File: src/hdl/blb_pkg.sv
// ----------------------------------------------------------------------------
// Bucketed length batcher package
// Shared widths, register indexes, word types and the control interface
// between the sequencer and the datapath.
// ----------------------------------------------------------------------------
`default_nettype none

package blb_pkg;

  localparam int NUM_BUCKETS_DEF = 4;
  localparam int MAX_BATCH_DEF   = 16;

  localparam int KeyW    = 16;
  localparam int TagW    = 32;
  localparam int BoundW  = 16;
  localparam int LimW    = 5;
  localparam int CfgW    = BoundW + LimW;
  localparam int CfgIdxW = 3;
  localparam int CntW    = 16;

  localparam int NumBucketRegs = 4;

  localparam logic [CfgIdxW-1:0] CFG_BUCKET_0  = 3'd0;
  localparam logic [CfgIdxW-1:0] CFG_BUCKET_1  = 3'd1;
  localparam logic [CfgIdxW-1:0] CFG_BUCKET_2  = 3'd2;
  localparam logic [CfgIdxW-1:0] CFG_BUCKET_3  = 3'd3;
  localparam logic [CfgIdxW-1:0] CFG_FLUSH_N   = 3'd4;

  localparam logic REQ_RECORD = 1'b0;
  localparam logic REQ_END    = 1'b1;

  typedef struct packed {
    logic            req_type;
    logic [KeyW-1:0] length_key;
    logic [TagW-1:0] sample_tag;
  } in_item_t;

  typedef struct packed {
    logic [1:0]      src_bucket;
    logic [KeyW-1:0] elem_key;
    logic [TagW-1:0] elem_tag;
    logic            batch_end;
    logic            last;
  } out_item_t;

  typedef struct packed {
    logic [KeyW-1:0] key;
    logic [TagW-1:0] tag;
  } entry_t;

  typedef struct packed {
    logic accept;
    logic append;
    logic select;
    logic prep;
    logic load;
  } ctrl_cmd_t;

  typedef struct packed {
    logic drop;
    logic rec_full;
    logic pend_any;
    logic out_free;
    logic elem_last;
  } dp_status_t;

  function automatic logic [CfgW-1:0] bucket_reset(input int b);
    logic [BoundW-1:0] bound;
    bound = BoundW'(64 << b);
    return {LimW'(16), bound};
  endfunction

endpackage

`default_nettype wire

File: src/hdl/bucketed_length_batcher.sv
// ----------------------------------------------------------------------------
// Bucketed length batcher
// Sorts records into length buckets and emits each bucket as a batch when it
// fills, on a periodic count of records, or at end of input.
// ----------------------------------------------------------------------------
// A dropped record frees the input after the append state, other words without
// output after append and selection. A full bucket's first element is offered
// after append, store read and emit, a flush's after a selection too; then one
// element follows per cycle while the output is not stalled, with a selection
// and a store read between buckets and one selection at the end.
// Reset restores the bucket settings and clears the fill counts and counter.
// ----------------------------------------------------------------------------
`default_nettype none

module bucketed_length_batcher #(
  parameter int NumBuckets = blb_pkg::NUM_BUCKETS_DEF,
  parameter int MaxBatch   = blb_pkg::MAX_BATCH_DEF
) (
  input  wire logic                        clk_i,
  input  wire logic                        rst_ni,
  input  wire logic                        in_valid_i,
  output logic                             in_stall_o,
  input  wire blb_pkg::in_item_t           in_data_i,
  output logic                             out_valid_o,
  input  wire logic                        out_stall_i,
  output blb_pkg::out_item_t               out_data_o,
  input  wire logic                        cfg_valid_i,
  output logic                             cfg_ready_o,
  input  wire logic [blb_pkg::CfgIdxW-1:0] cfg_index_i,
  input  wire logic [blb_pkg::CfgW-1:0]    cfg_data_i
);
  import blb_pkg::*;

  ctrl_cmd_t  cmd;
  dp_status_t status;

  assign cfg_ready_o = 1'b1;

  blb_ctrl u_ctrl (
    .clk_i      (clk_i),
    .rst_ni     (rst_ni),
    .in_valid_i (in_valid_i),
    .in_stall_o (in_stall_o),
    .status_i   (status),
    .cmd_o      (cmd)
  );

  blb_datapath #(
    .NumBuckets (NumBuckets),
    .MaxBatch   (MaxBatch)
  ) u_datapath (
    .clk_i       (clk_i),
    .rst_ni      (rst_ni),
    .cmd_i       (cmd),
    .status_o    (status),
    .in_data_i   (in_data_i),
    .cfg_valid_i (cfg_valid_i),
    .cfg_index_i (cfg_index_i),
    .cfg_data_i  (cfg_data_i),
    .out_stall_i (out_stall_i),
    .out_valid_o (out_valid_o),
    .out_data_o  (out_data_o)
  );

  assert property (@(posedge clk_i) disable iff (!rst_ni)
    (in_valid_i && !in_stall_o) |=> in_stall_o)
    else $error("word taken while the previous one is still being appended");

  assert property (@(posedge clk_i) disable iff (!rst_ni)
    cmd.load |-> (!out_valid_o || !out_stall_i))
    else $error("output register overwritten while its word is stalled");

  assert property (@(posedge clk_i) disable iff (!rst_ni)
    $rose(out_valid_o) |-> $past(cmd.load))
    else $error("output word appeared without an element load");

endmodule

`default_nettype wire

File: src/hdl/blb_ctrl.sv
// ----------------------------------------------------------------------------
// Bucketed length batcher sequencer
// Steps each word through accept, append, bucket selection, store read and
// element emission, issuing commands to the datapath.
// ----------------------------------------------------------------------------
`default_nettype none

module blb_ctrl (
  input  wire logic                clk_i,
  input  wire logic                rst_ni,
  input  wire logic                in_valid_i,
  output logic                     in_stall_o,
  input  wire blb_pkg::dp_status_t status_i,
  output blb_pkg::ctrl_cmd_t       cmd_o
);
  import blb_pkg::*;

  localparam logic [2:0] S_IDLE   = 3'd0;
  localparam logic [2:0] S_APPEND = 3'd1;
  localparam logic [2:0] S_SELECT = 3'd2;
  localparam logic [2:0] S_PREP   = 3'd3;
  localparam logic [2:0] S_EMIT   = 3'd4;

  logic [2:0] state_q, state_d;

  always_comb begin
    state_d     = state_q;
    cmd_o       = '0;
    in_stall_o  = 1'b1;
    unique case (state_q)
      S_IDLE: begin
        in_stall_o   = 1'b0;
        cmd_o.accept = in_valid_i;
        if (in_valid_i) begin
          state_d = S_APPEND;
        end
      end
      S_APPEND: begin
        cmd_o.append = 1'b1;
        if (status_i.drop) begin
          state_d = S_IDLE;
        end else if (status_i.rec_full) begin
          state_d = S_PREP;
        end else begin
          state_d = S_SELECT;
        end
      end
      S_SELECT: begin
        cmd_o.select = 1'b1;
        state_d = status_i.pend_any ? S_PREP : S_IDLE;
      end
      S_PREP: begin
        cmd_o.prep = 1'b1;
        state_d    = S_EMIT;
      end
      S_EMIT: begin
        cmd_o.load = status_i.out_free;
        if (status_i.out_free && status_i.elem_last) begin
          state_d = S_SELECT;
        end
      end
      default: begin
        state_d = S_IDLE;
      end
    endcase
  end

  always_ff @(posedge clk_i or negedge rst_ni) begin
    if (!rst_ni) begin
      state_q <= S_IDLE;
    end else begin
      state_q <= state_d;
    end
  end

endmodule

`default_nettype wire

File: src/hdl/blb_datapath.sv
// ----------------------------------------------------------------------------
// Bucketed length batcher datapath
// Holds the bucket settings, fill counts, flush counter, the element store
// and the output register, and carries out the sequencer's commands.
// ----------------------------------------------------------------------------
`default_nettype none

module blb_datapath #(
  parameter int NumBuckets = blb_pkg::NUM_BUCKETS_DEF,
  parameter int MaxBatch   = blb_pkg::MAX_BATCH_DEF
) (
  input  wire logic                         clk_i,
  input  wire logic                         rst_ni,
  input  wire blb_pkg::ctrl_cmd_t           cmd_i,
  output blb_pkg::dp_status_t               status_o,
  input  wire blb_pkg::in_item_t            in_data_i,
  input  wire logic                         cfg_valid_i,
  input  wire logic [blb_pkg::CfgIdxW-1:0]  cfg_index_i,
  input  wire logic [blb_pkg::CfgW-1:0]     cfg_data_i,
  input  wire logic                         out_stall_i,
  output logic                              out_valid_o,
  output blb_pkg::out_item_t                out_data_o
);
  import blb_pkg::*;

  localparam int BW    = (NumBuckets > 1) ? $clog2(NumBuckets) : 1;
  localparam int IdxW  = (MaxBatch > 1) ? $clog2(MaxBatch) : 1;
  localparam int FW    = $clog2(MaxBatch + 1);
  localparam int AddrW = BW + IdxW;
  localparam int Depth = 2 ** AddrW;

  logic [CfgW-1:0]       bcfg_q [NumBuckets];
  logic [CntW-1:0]       flush_n_q;
  logic [FW-1:0]         fill_q [NumBuckets];
  logic [CntW-1:0]       cnt_q;
  logic [NumBuckets-1:0] pend_q;
  logic                  out_valid_q;

  logic                  type_q;
  logic [KeyW-1:0]       key_q;
  logic [TagW-1:0]       tag_q;
  logic                  hit_q;
  logic [BW-1:0]         id_q;
  logic [BW-1:0]         cur_q;
  logic [IdxW-1:0]       ptr_q;
  out_item_t             out_q;

  entry_t                mem_q [Depth];
  entry_t                rd_q;

  logic                  hit_d;
  logic [BW-1:0]         id_d;
  logic [FW-1:0]         fill_cur;
  logic [FW-1:0]         slot;
  logic [FW-1:0]         fill_new;
  logic [LimW-1:0]       lim_raw;
  logic [LimW-1:0]       lim_eff;
  logic                  full;
  logic [NumBuckets-1:0] id_mask;
  logic [NumBuckets-1:0] nonempty;
  logic [NumBuckets-1:0] nonempty_new;
  logic [CntW-1:0]       cnt_inc;
  logic                  periodic;
  logic                  rec_hit;
  logic [BW-1:0]         sel_b;
  logic [NumBuckets-1:0] sel_mask;
  logic                  elem_last;
  logic                  out_free;
  logic                  rd_en;
  logic [AddrW-1:0]      rd_addr;
  logic [IdxW-1:0]       ptr_next;

  always_comb begin
    hit_d = 1'b0;
    id_d  = '0;
    for (int b = NumBuckets - 1; b >= 0; b--) begin
      if (bcfg_q[b][BoundW-1:0] >= in_data_i.length_key) begin
        hit_d = 1'b1;
        id_d  = BW'(b);
      end
    end
  end

  always_comb begin
    fill_cur = fill_q[id_q];
    slot     = (fill_cur >= FW'(MaxBatch)) ? FW'(MaxBatch - 1) : fill_cur;
    fill_new = slot + FW'(1);
    lim_raw  = bcfg_q[id_q][CfgW-1:BoundW];
    if (lim_raw == '0) begin
      lim_eff = LimW'(1);
    end else if (lim_raw > LimW'(MaxBatch)) begin
      lim_eff = LimW'(MaxBatch);
    end else begin
      lim_eff = lim_raw;
    end
    full    = LimW'(fill_new) >= lim_eff;
    id_mask = NumBuckets'(1) << id_q;
    for (int b = 0; b < NumBuckets; b++) begin
      nonempty[b] = fill_q[b] != '0;
    end
    nonempty_new = nonempty | id_mask;
    cnt_inc  = (cnt_q == {CntW{1'b1}}) ? cnt_q : cnt_q + CntW'(1);
    periodic = (flush_n_q != '0) && (cnt_inc >= flush_n_q);
    rec_hit  = (type_q == REQ_RECORD) && hit_q;
  end

  always_comb begin
    sel_b    = '0;
    sel_mask = '0;
    for (int b = NumBuckets - 1; b >= 0; b--) begin
      if (pend_q[b]) begin
        sel_b    = BW'(b);
        sel_mask = NumBuckets'(1) << b;
      end
    end
  end

  assign elem_last = ((FW + 1)'(ptr_q) + (FW + 1)'(1)) == {1'b0, fill_q[cur_q]};
  assign out_free  = !out_valid_q || !out_stall_i;
  assign ptr_next  = ptr_q + IdxW'(1);
  assign rd_en     = cmd_i.prep || (cmd_i.load && !elem_last);
  assign rd_addr   = cmd_i.prep ? {cur_q, {IdxW{1'b0}}} : {cur_q, ptr_next};

  assign status_o.drop      = (type_q == REQ_RECORD) && !hit_q;
  assign status_o.rec_full  = rec_hit && full;
  assign status_o.pend_any  = pend_q != '0;
  assign status_o.out_free  = out_free;
  assign status_o.elem_last = elem_last;

  always_ff @(posedge clk_i or negedge rst_ni) begin
    if (!rst_ni) begin
      for (int b = 0; b < NumBuckets; b++) begin
        bcfg_q[b] <= bucket_reset(b);
        fill_q[b] <= '0;
      end
      flush_n_q   <= '0;
      cnt_q       <= '0;
      pend_q      <= '0;
      out_valid_q <= 1'b0;
    end else begin
      if (cfg_valid_i) begin
        for (int b = 0; b < NumBuckets; b++) begin
          if (b < NumBucketRegs && cfg_index_i == CfgIdxW'(b)) begin
            bcfg_q[b] <= cfg_data_i;
          end
        end
        if (cfg_index_i == CFG_FLUSH_N) begin
          flush_n_q <= cfg_data_i[CntW-1:0];
        end
      end

      if (cmd_i.append) begin
        if (type_q == REQ_END) begin
          pend_q <= nonempty;
          cnt_q  <= '0;
        end else if (hit_q) begin
          fill_q[id_q] <= fill_new;
          cnt_q        <= periodic ? '0 : cnt_inc;
          if (full) begin
            pend_q <= periodic ? (nonempty_new & ~id_mask) : '0;
          end else begin
            pend_q <= periodic ? nonempty_new : '0;
          end
        end
      end

      if (cmd_i.select) begin
        pend_q <= pend_q & ~sel_mask;
      end

      if (cmd_i.load && elem_last) begin
        fill_q[cur_q] <= '0;
      end

      if (cmd_i.load) begin
        out_valid_q <= 1'b1;
      end else if (!out_stall_i) begin
        out_valid_q <= 1'b0;
      end
    end
  end

  always_ff @(posedge clk_i) begin
    if (cmd_i.accept) begin
      type_q <= in_data_i.req_type;
      key_q  <= in_data_i.length_key;
      tag_q  <= in_data_i.sample_tag;
      hit_q  <= hit_d;
      id_q   <= id_d;
    end
    if (cmd_i.append) begin
      cur_q <= id_q;
    end else if (cmd_i.select) begin
      cur_q <= sel_b;
    end
    if (cmd_i.prep) begin
      ptr_q <= '0;
    end else if (cmd_i.load) begin
      ptr_q <= ptr_next;
    end
    if (cmd_i.load) begin
      out_q.src_bucket <= 2'(cur_q);
      out_q.elem_key   <= rd_q.key;
      out_q.elem_tag   <= rd_q.tag;
      out_q.batch_end  <= elem_last;
      out_q.last       <= elem_last && (pend_q == '0);
    end
  end

  always_ff @(posedge clk_i) begin
    if (cmd_i.append && rec_hit) begin
      mem_q[{id_q, IdxW'(slot)}] <= '{key: key_q, tag: tag_q};
    end
    if (rd_en) begin
      rd_q <= mem_q[rd_addr];
    end
  end

  assign out_valid_o = out_valid_q;
  assign out_data_o  = out_q;

endmodule

`default_nettype wire

File: config.mk
export PLATFORM = sky130hd
export DESIGN_NAME = bucketed_length_batcher
export DESIGN_NICKNAME = d
export VERILOG_FILES = /design/src/hdl/blb_pkg.sv /design/src/hdl/bucketed_length_batcher.sv /design/src/hdl/blb_ctrl.sv /design/src/hdl/blb_datapath.sv
export SDC_FILE = /design/constraint.sdc
export NUM_CORES = 2
export LEC_CHECK = 0
export BUFFER_PORTS_ARGS = -buffer_cell sky130_fd_sc_hd__buf_2
export CORE_AREA = 3 3 684 822
export CTS_BUF_LIST = sky130_fd_sc_hd__clkbuf_8 sky130_fd_sc_hd__clkbuf_16
export CTS_CLUSTER_DIAMETER = 200
export DETAILED_ROUTE_END_ITERATION = 10
export DIE_AREA = 0 0 687 825
export PLACE_DENSITY = 0.47
export SLEW_MARGIN = 15
export SYNTH_ARGS = -nofsm -noshare
export SYNTH_HDL_FRONTEND = slang
export SYNTH_SLANG_ARGS = --single-unit
File: constraint.sdc
create_clock -name clk_i -period 9.4 [get_ports clk_i]
set_clock_uncertainty 0.2 [all_clocks]
set_input_delay 1.88 -clock clk_i [delete_from_list [all_inputs] [get_ports clk_i]]
set_output_delay 1.88 -clock clk_i [all_outputs]
set_load 0.03 [all_outputs]
==> flow_metrics.py <==
metrics = {
    "sta": {
        "finalCriticalPeriod_ps": 5340,
        "drv_slew": 0,
        "max_freq_ghz": 0.187,
        "tightest_slew_ps": 1210,
        "post-route-period-util_pct": 56.8,
        "slew_headroom_pct": 19.2,
        "grt_setup_unrepaired": "false",
        "tns_ps": 0,
        "setup_viol": 0,
        "hold_violations": 0,
        "fin_ws_ps": 4060,
    },
    "global_route": {
        "antenna_found_initial": 36,
        "gr-total-overflow": 0,
        "grt_max_degree": 178,
        "use_met1_pct": 23.1,
        "grt_pass1_vias": 84300,
        "grt_pass1_wl_um": 683000,
        "grt-busiest-layer": "met2",
        "gr-usage-all-layers_pct": 16.8,
        "grtUsageMet3_pct": 2.34,
        "use_met2_pct": 27.5,
    },
    "detailed_routing": {
        "drc": 0,
        "num_vias": 87600,
        "drtIter0Drc": 9023,
        "antenna_left": 0,
        "vias_per_cell": 5.00,
        "dr.pass1.iters": 6,
        "wire_per_inst_um": 28.3,
        "routed_wl_um": 496000,
    },
    "synthesis": {
        "synth_nets": 9854,
        "synthCells": 9688,
        "yosys_register_bits": 3374,
        "ys_types": 65,
        "yosysWarningCount": 0,
        "yosysMostFrequentCell": "edfxtp_1",
        "synth_top_area_share_pct": 69.9,
        "synth_area_leader_cell": "edfxtp_1",
        "async_flop_share_pct": 4.27,
        "synthesis.area_sq_um": 139000,
        "synth_area_leaders": "edfxtp_1 (70%), mux2i_1 (4.3%), o221ai_1 (3.6%), a21oi_1 (2.9%), nand2_1 (2.8%)",
        "synth_flop_cell": "edfxtp_1",
        "seq_area_frac_synth_pct": 72.5,
        "ys_top_cells_by_count": "edfxtp_1 (3226), nand2_1 (1026), a21oi_1 (801)",
        "synth-edff-count": 3226,
        "syn_area_per_cell_sq_um": 14.3,
    },
    "clocking": {
        "post-cts-setup-buffers": 0,
        "clkTransAtPathRegs_ps": 70,
        "clockBufferDepth": 4,
        "htreeDepth": 5,
        "cts-resized-gates": 0,
        "cts_made_buffers": 374,
        "holdBufCountCts": 0,
        "clkLatencyLatePin_ps": 1010,
        "cts_root_buf": "clkbuf_16",
        "cts_tree": "built",
        "cts.sinks": 3374,
    },
    "floorplanning": {
        "core-area_sq_um": 555000,
        "die_w_um": 687,
        "start_util_pct": 25.0,
        "die_height_um": 825,
        "ios": 133,
        "dieArea_sq_um": 567000,
        "rows": 300,
    },
    "setup_path": {
        "reg2reg_from": "u_datapath.ptr_q[0]",
        "endpoint": "u_datapath.rd_q[45]",
        "rr_endpoint": "u_datapath.rd_q[45]",
        "reg2reg_depth": 9,
        "crit_path_start_kind": "flip-flop",
        "worstSetupStartpoint": "u_datapath.ptr_q[0]",
        "ff2ff_setup_slack_ps": 4060,
        "critPathCaptureType": "flip-flop",
        "crit_type": "reg2reg",
        "worstPathRequired_ps": 9910,
        "cp.arrival_ps": 5840,
        "path_max_fanout": 177,
    },
    "power": {
        "powerDensity_nw_per_um2": 295,
        "p_leak_nw": 52.8,
        "ir_drop_mv": 0.252,
    },
    "hold_path": {
        "hold_path_class": "reg2reg",
        "hold_depth": 0,
    },
    "final_layout": {
        "utilization_pct": 28.9,
        "synthToLayoutAreaGrowth_pct": 15.7,
        "drive_above_1_share_pct": 13.2,
        "layout.cells.non_filler": 17500,
        "nets": 9932,
    },
    "placed_design": {
        "dp.cells": 16800,
        "port_buffers": 131,
        "dp_hpwl_um": 257000,
        "post-place-ws_ps": 4150,
        "gp_congestion": 0.755,
    },
    "status": {
        "outcome": "completed",
    },
    "run": {
        "drv_cap": 0,
    },
}
[power breakdown]
group	internal (mW)	leakage, nW	switching, mW	total, mW
sequential	17.8	30.8	0.533	18.4
clock	7.97	6.06	6.23	14.2
combinational	4.36	15.9	10.4	14.8
total	30.2	52.8	17.2	47.4
[critical path, cell delays in order (launching register included)]
cell and delay, ps:
dfxtp_4 630, buf_4 640, buf_4 670, buf_12 600
buf_4 770, mux2_2 410, a21oi_1 120, o21ai_0 110
a311oi_1 400, nor4_1 110
[worst min path at each step]
| stage | from | end | slack (ps) |
|---|---|---|---|
| finish | u_datapath.rd_q[4] | u_datapath.out_data_o[6] | 260 |
| global route | u_datapath.rd_q[2] | u_datapath.out_data_o[4] | 300 |
| CTS | u_datapath.rd_q[4] | u_datapath.out_data_o[6] | 280 |
| detailed placement | u_datapath.rd_q[4] | u_datapath.out_data_o[6] | 270 |
| global placement | u_datapath.rd_q[2] | u_datapath.out_data_o[4] | 270 |
| floorplan | u_datapath.rd_q[8] | u_datapath.out_data_o[10] | 200 |
[final cells by class]
| class | count | area [sq um] |
|---|---|---|
| diodes | 44 | 110 |
| clock buffers | 383 | 9520 |
| clock inverters | 307 | 2190 |
| fillers | 56000 | 395000 |
| inverters | 234 | 878 |
| multi-input cells | 5355 | 34700 |
| flip-flops and latches | 3374 | 101000 |
| well taps | 7399 | 9260 |
| repair buffers | 427 | 3200 |
[kinds of logic (layout without fill, tap and decap cells)]
kind of cell | after synthesis | in the layout | share of synthesized area (%)
flip-flops | 3374 | 3374 | 72.5
AO/OA/AOI/OAI | 2294 | 2294 | 10.8
AND/OR/NAND/NOR | 2072 | 2072 | 6.10
buffers and inverters | 959 | 1351 | 2.92
multiplexers | 880 | 880 | 6.74
adder cells (fa/ha/maj) | 88 | 88 | 0.794
XOR/XNOR | 20 | 20 | 0.132
other | 1 | 45 | 0.00270
[cell usage in the layout, fill, tap and decap left out, types with 14 or more instances in the layout]
master	synthesis	final
a21o_1	28	28
a21oi_1	801	800
a311oi_1	191	191
a31oi_1	18	18
buf_12	0	25
buf_2	236	130
buf_4	16	271
bufinv_16	0	23
clkbuf_16	0	377
clkinv_1	0	108
clkinv_2	0	64
dfrtp_1	136	136
diode_2	0	44
edfxtp_1	3226	3226
ha_1	88	87
inv_1	234	312
mux2_2	273	273
mux2i_1	591	591
mux4_2	16	16
nand2_1	1026	1023
nand3_1	19	19
nand4_1	14	14
nor2_1	682	616
nor2_4	0	65
nor3_1	202	201
nor4_1	53	47
o21ai_0	412	410
o221ai_1	577	577
o22ai_1	194	194
[sequential cells by signal, indices dropped and copies added, names as in the netlist]
signal / cells
u_datapath.tag_q: 32
u_datapath.pend_q: 4
u_datapath.type_q: 1
u_datapath.out_valid_o: 1
u_datapath.out_data_o: 52
u_datapath.rd_q: 48
u_datapath.flush_n_q: 16
u_datapath.fill_q: 20
u_datapath.hit_q: 1
u_ctrl.state_q: 3
u_datapath.cur_q: 2
u_datapath.cnt_q: 16
u_datapath.key_q: 16
u_datapath.id_q: 2
u_datapath.bcfg_q: 84
u_datapath.ptr_q: 4
u_datapath.mem_q: 3072
[metrics by stage]
step	area, sq um	power, mW	hold slack (ps)
6_report	160000	47.4	264
5_1_grt	160000	49.3	296
4_1_cts	160000	47.7	279
3_5_place_dp	149000	33.5	268
3_3_place_gp	149000	33.4	270
2_1_floorplan	139000	27.8	200
[metal layers]
metal / share of wire (%) / vias up
met1: 44 / 46000
met5: 0.016 / -
met4: 3.2 / 12
met2: 47 / 3157
met3: 6.1 / 695
li1: - / 37700
(Power assumes the default switching activity.)
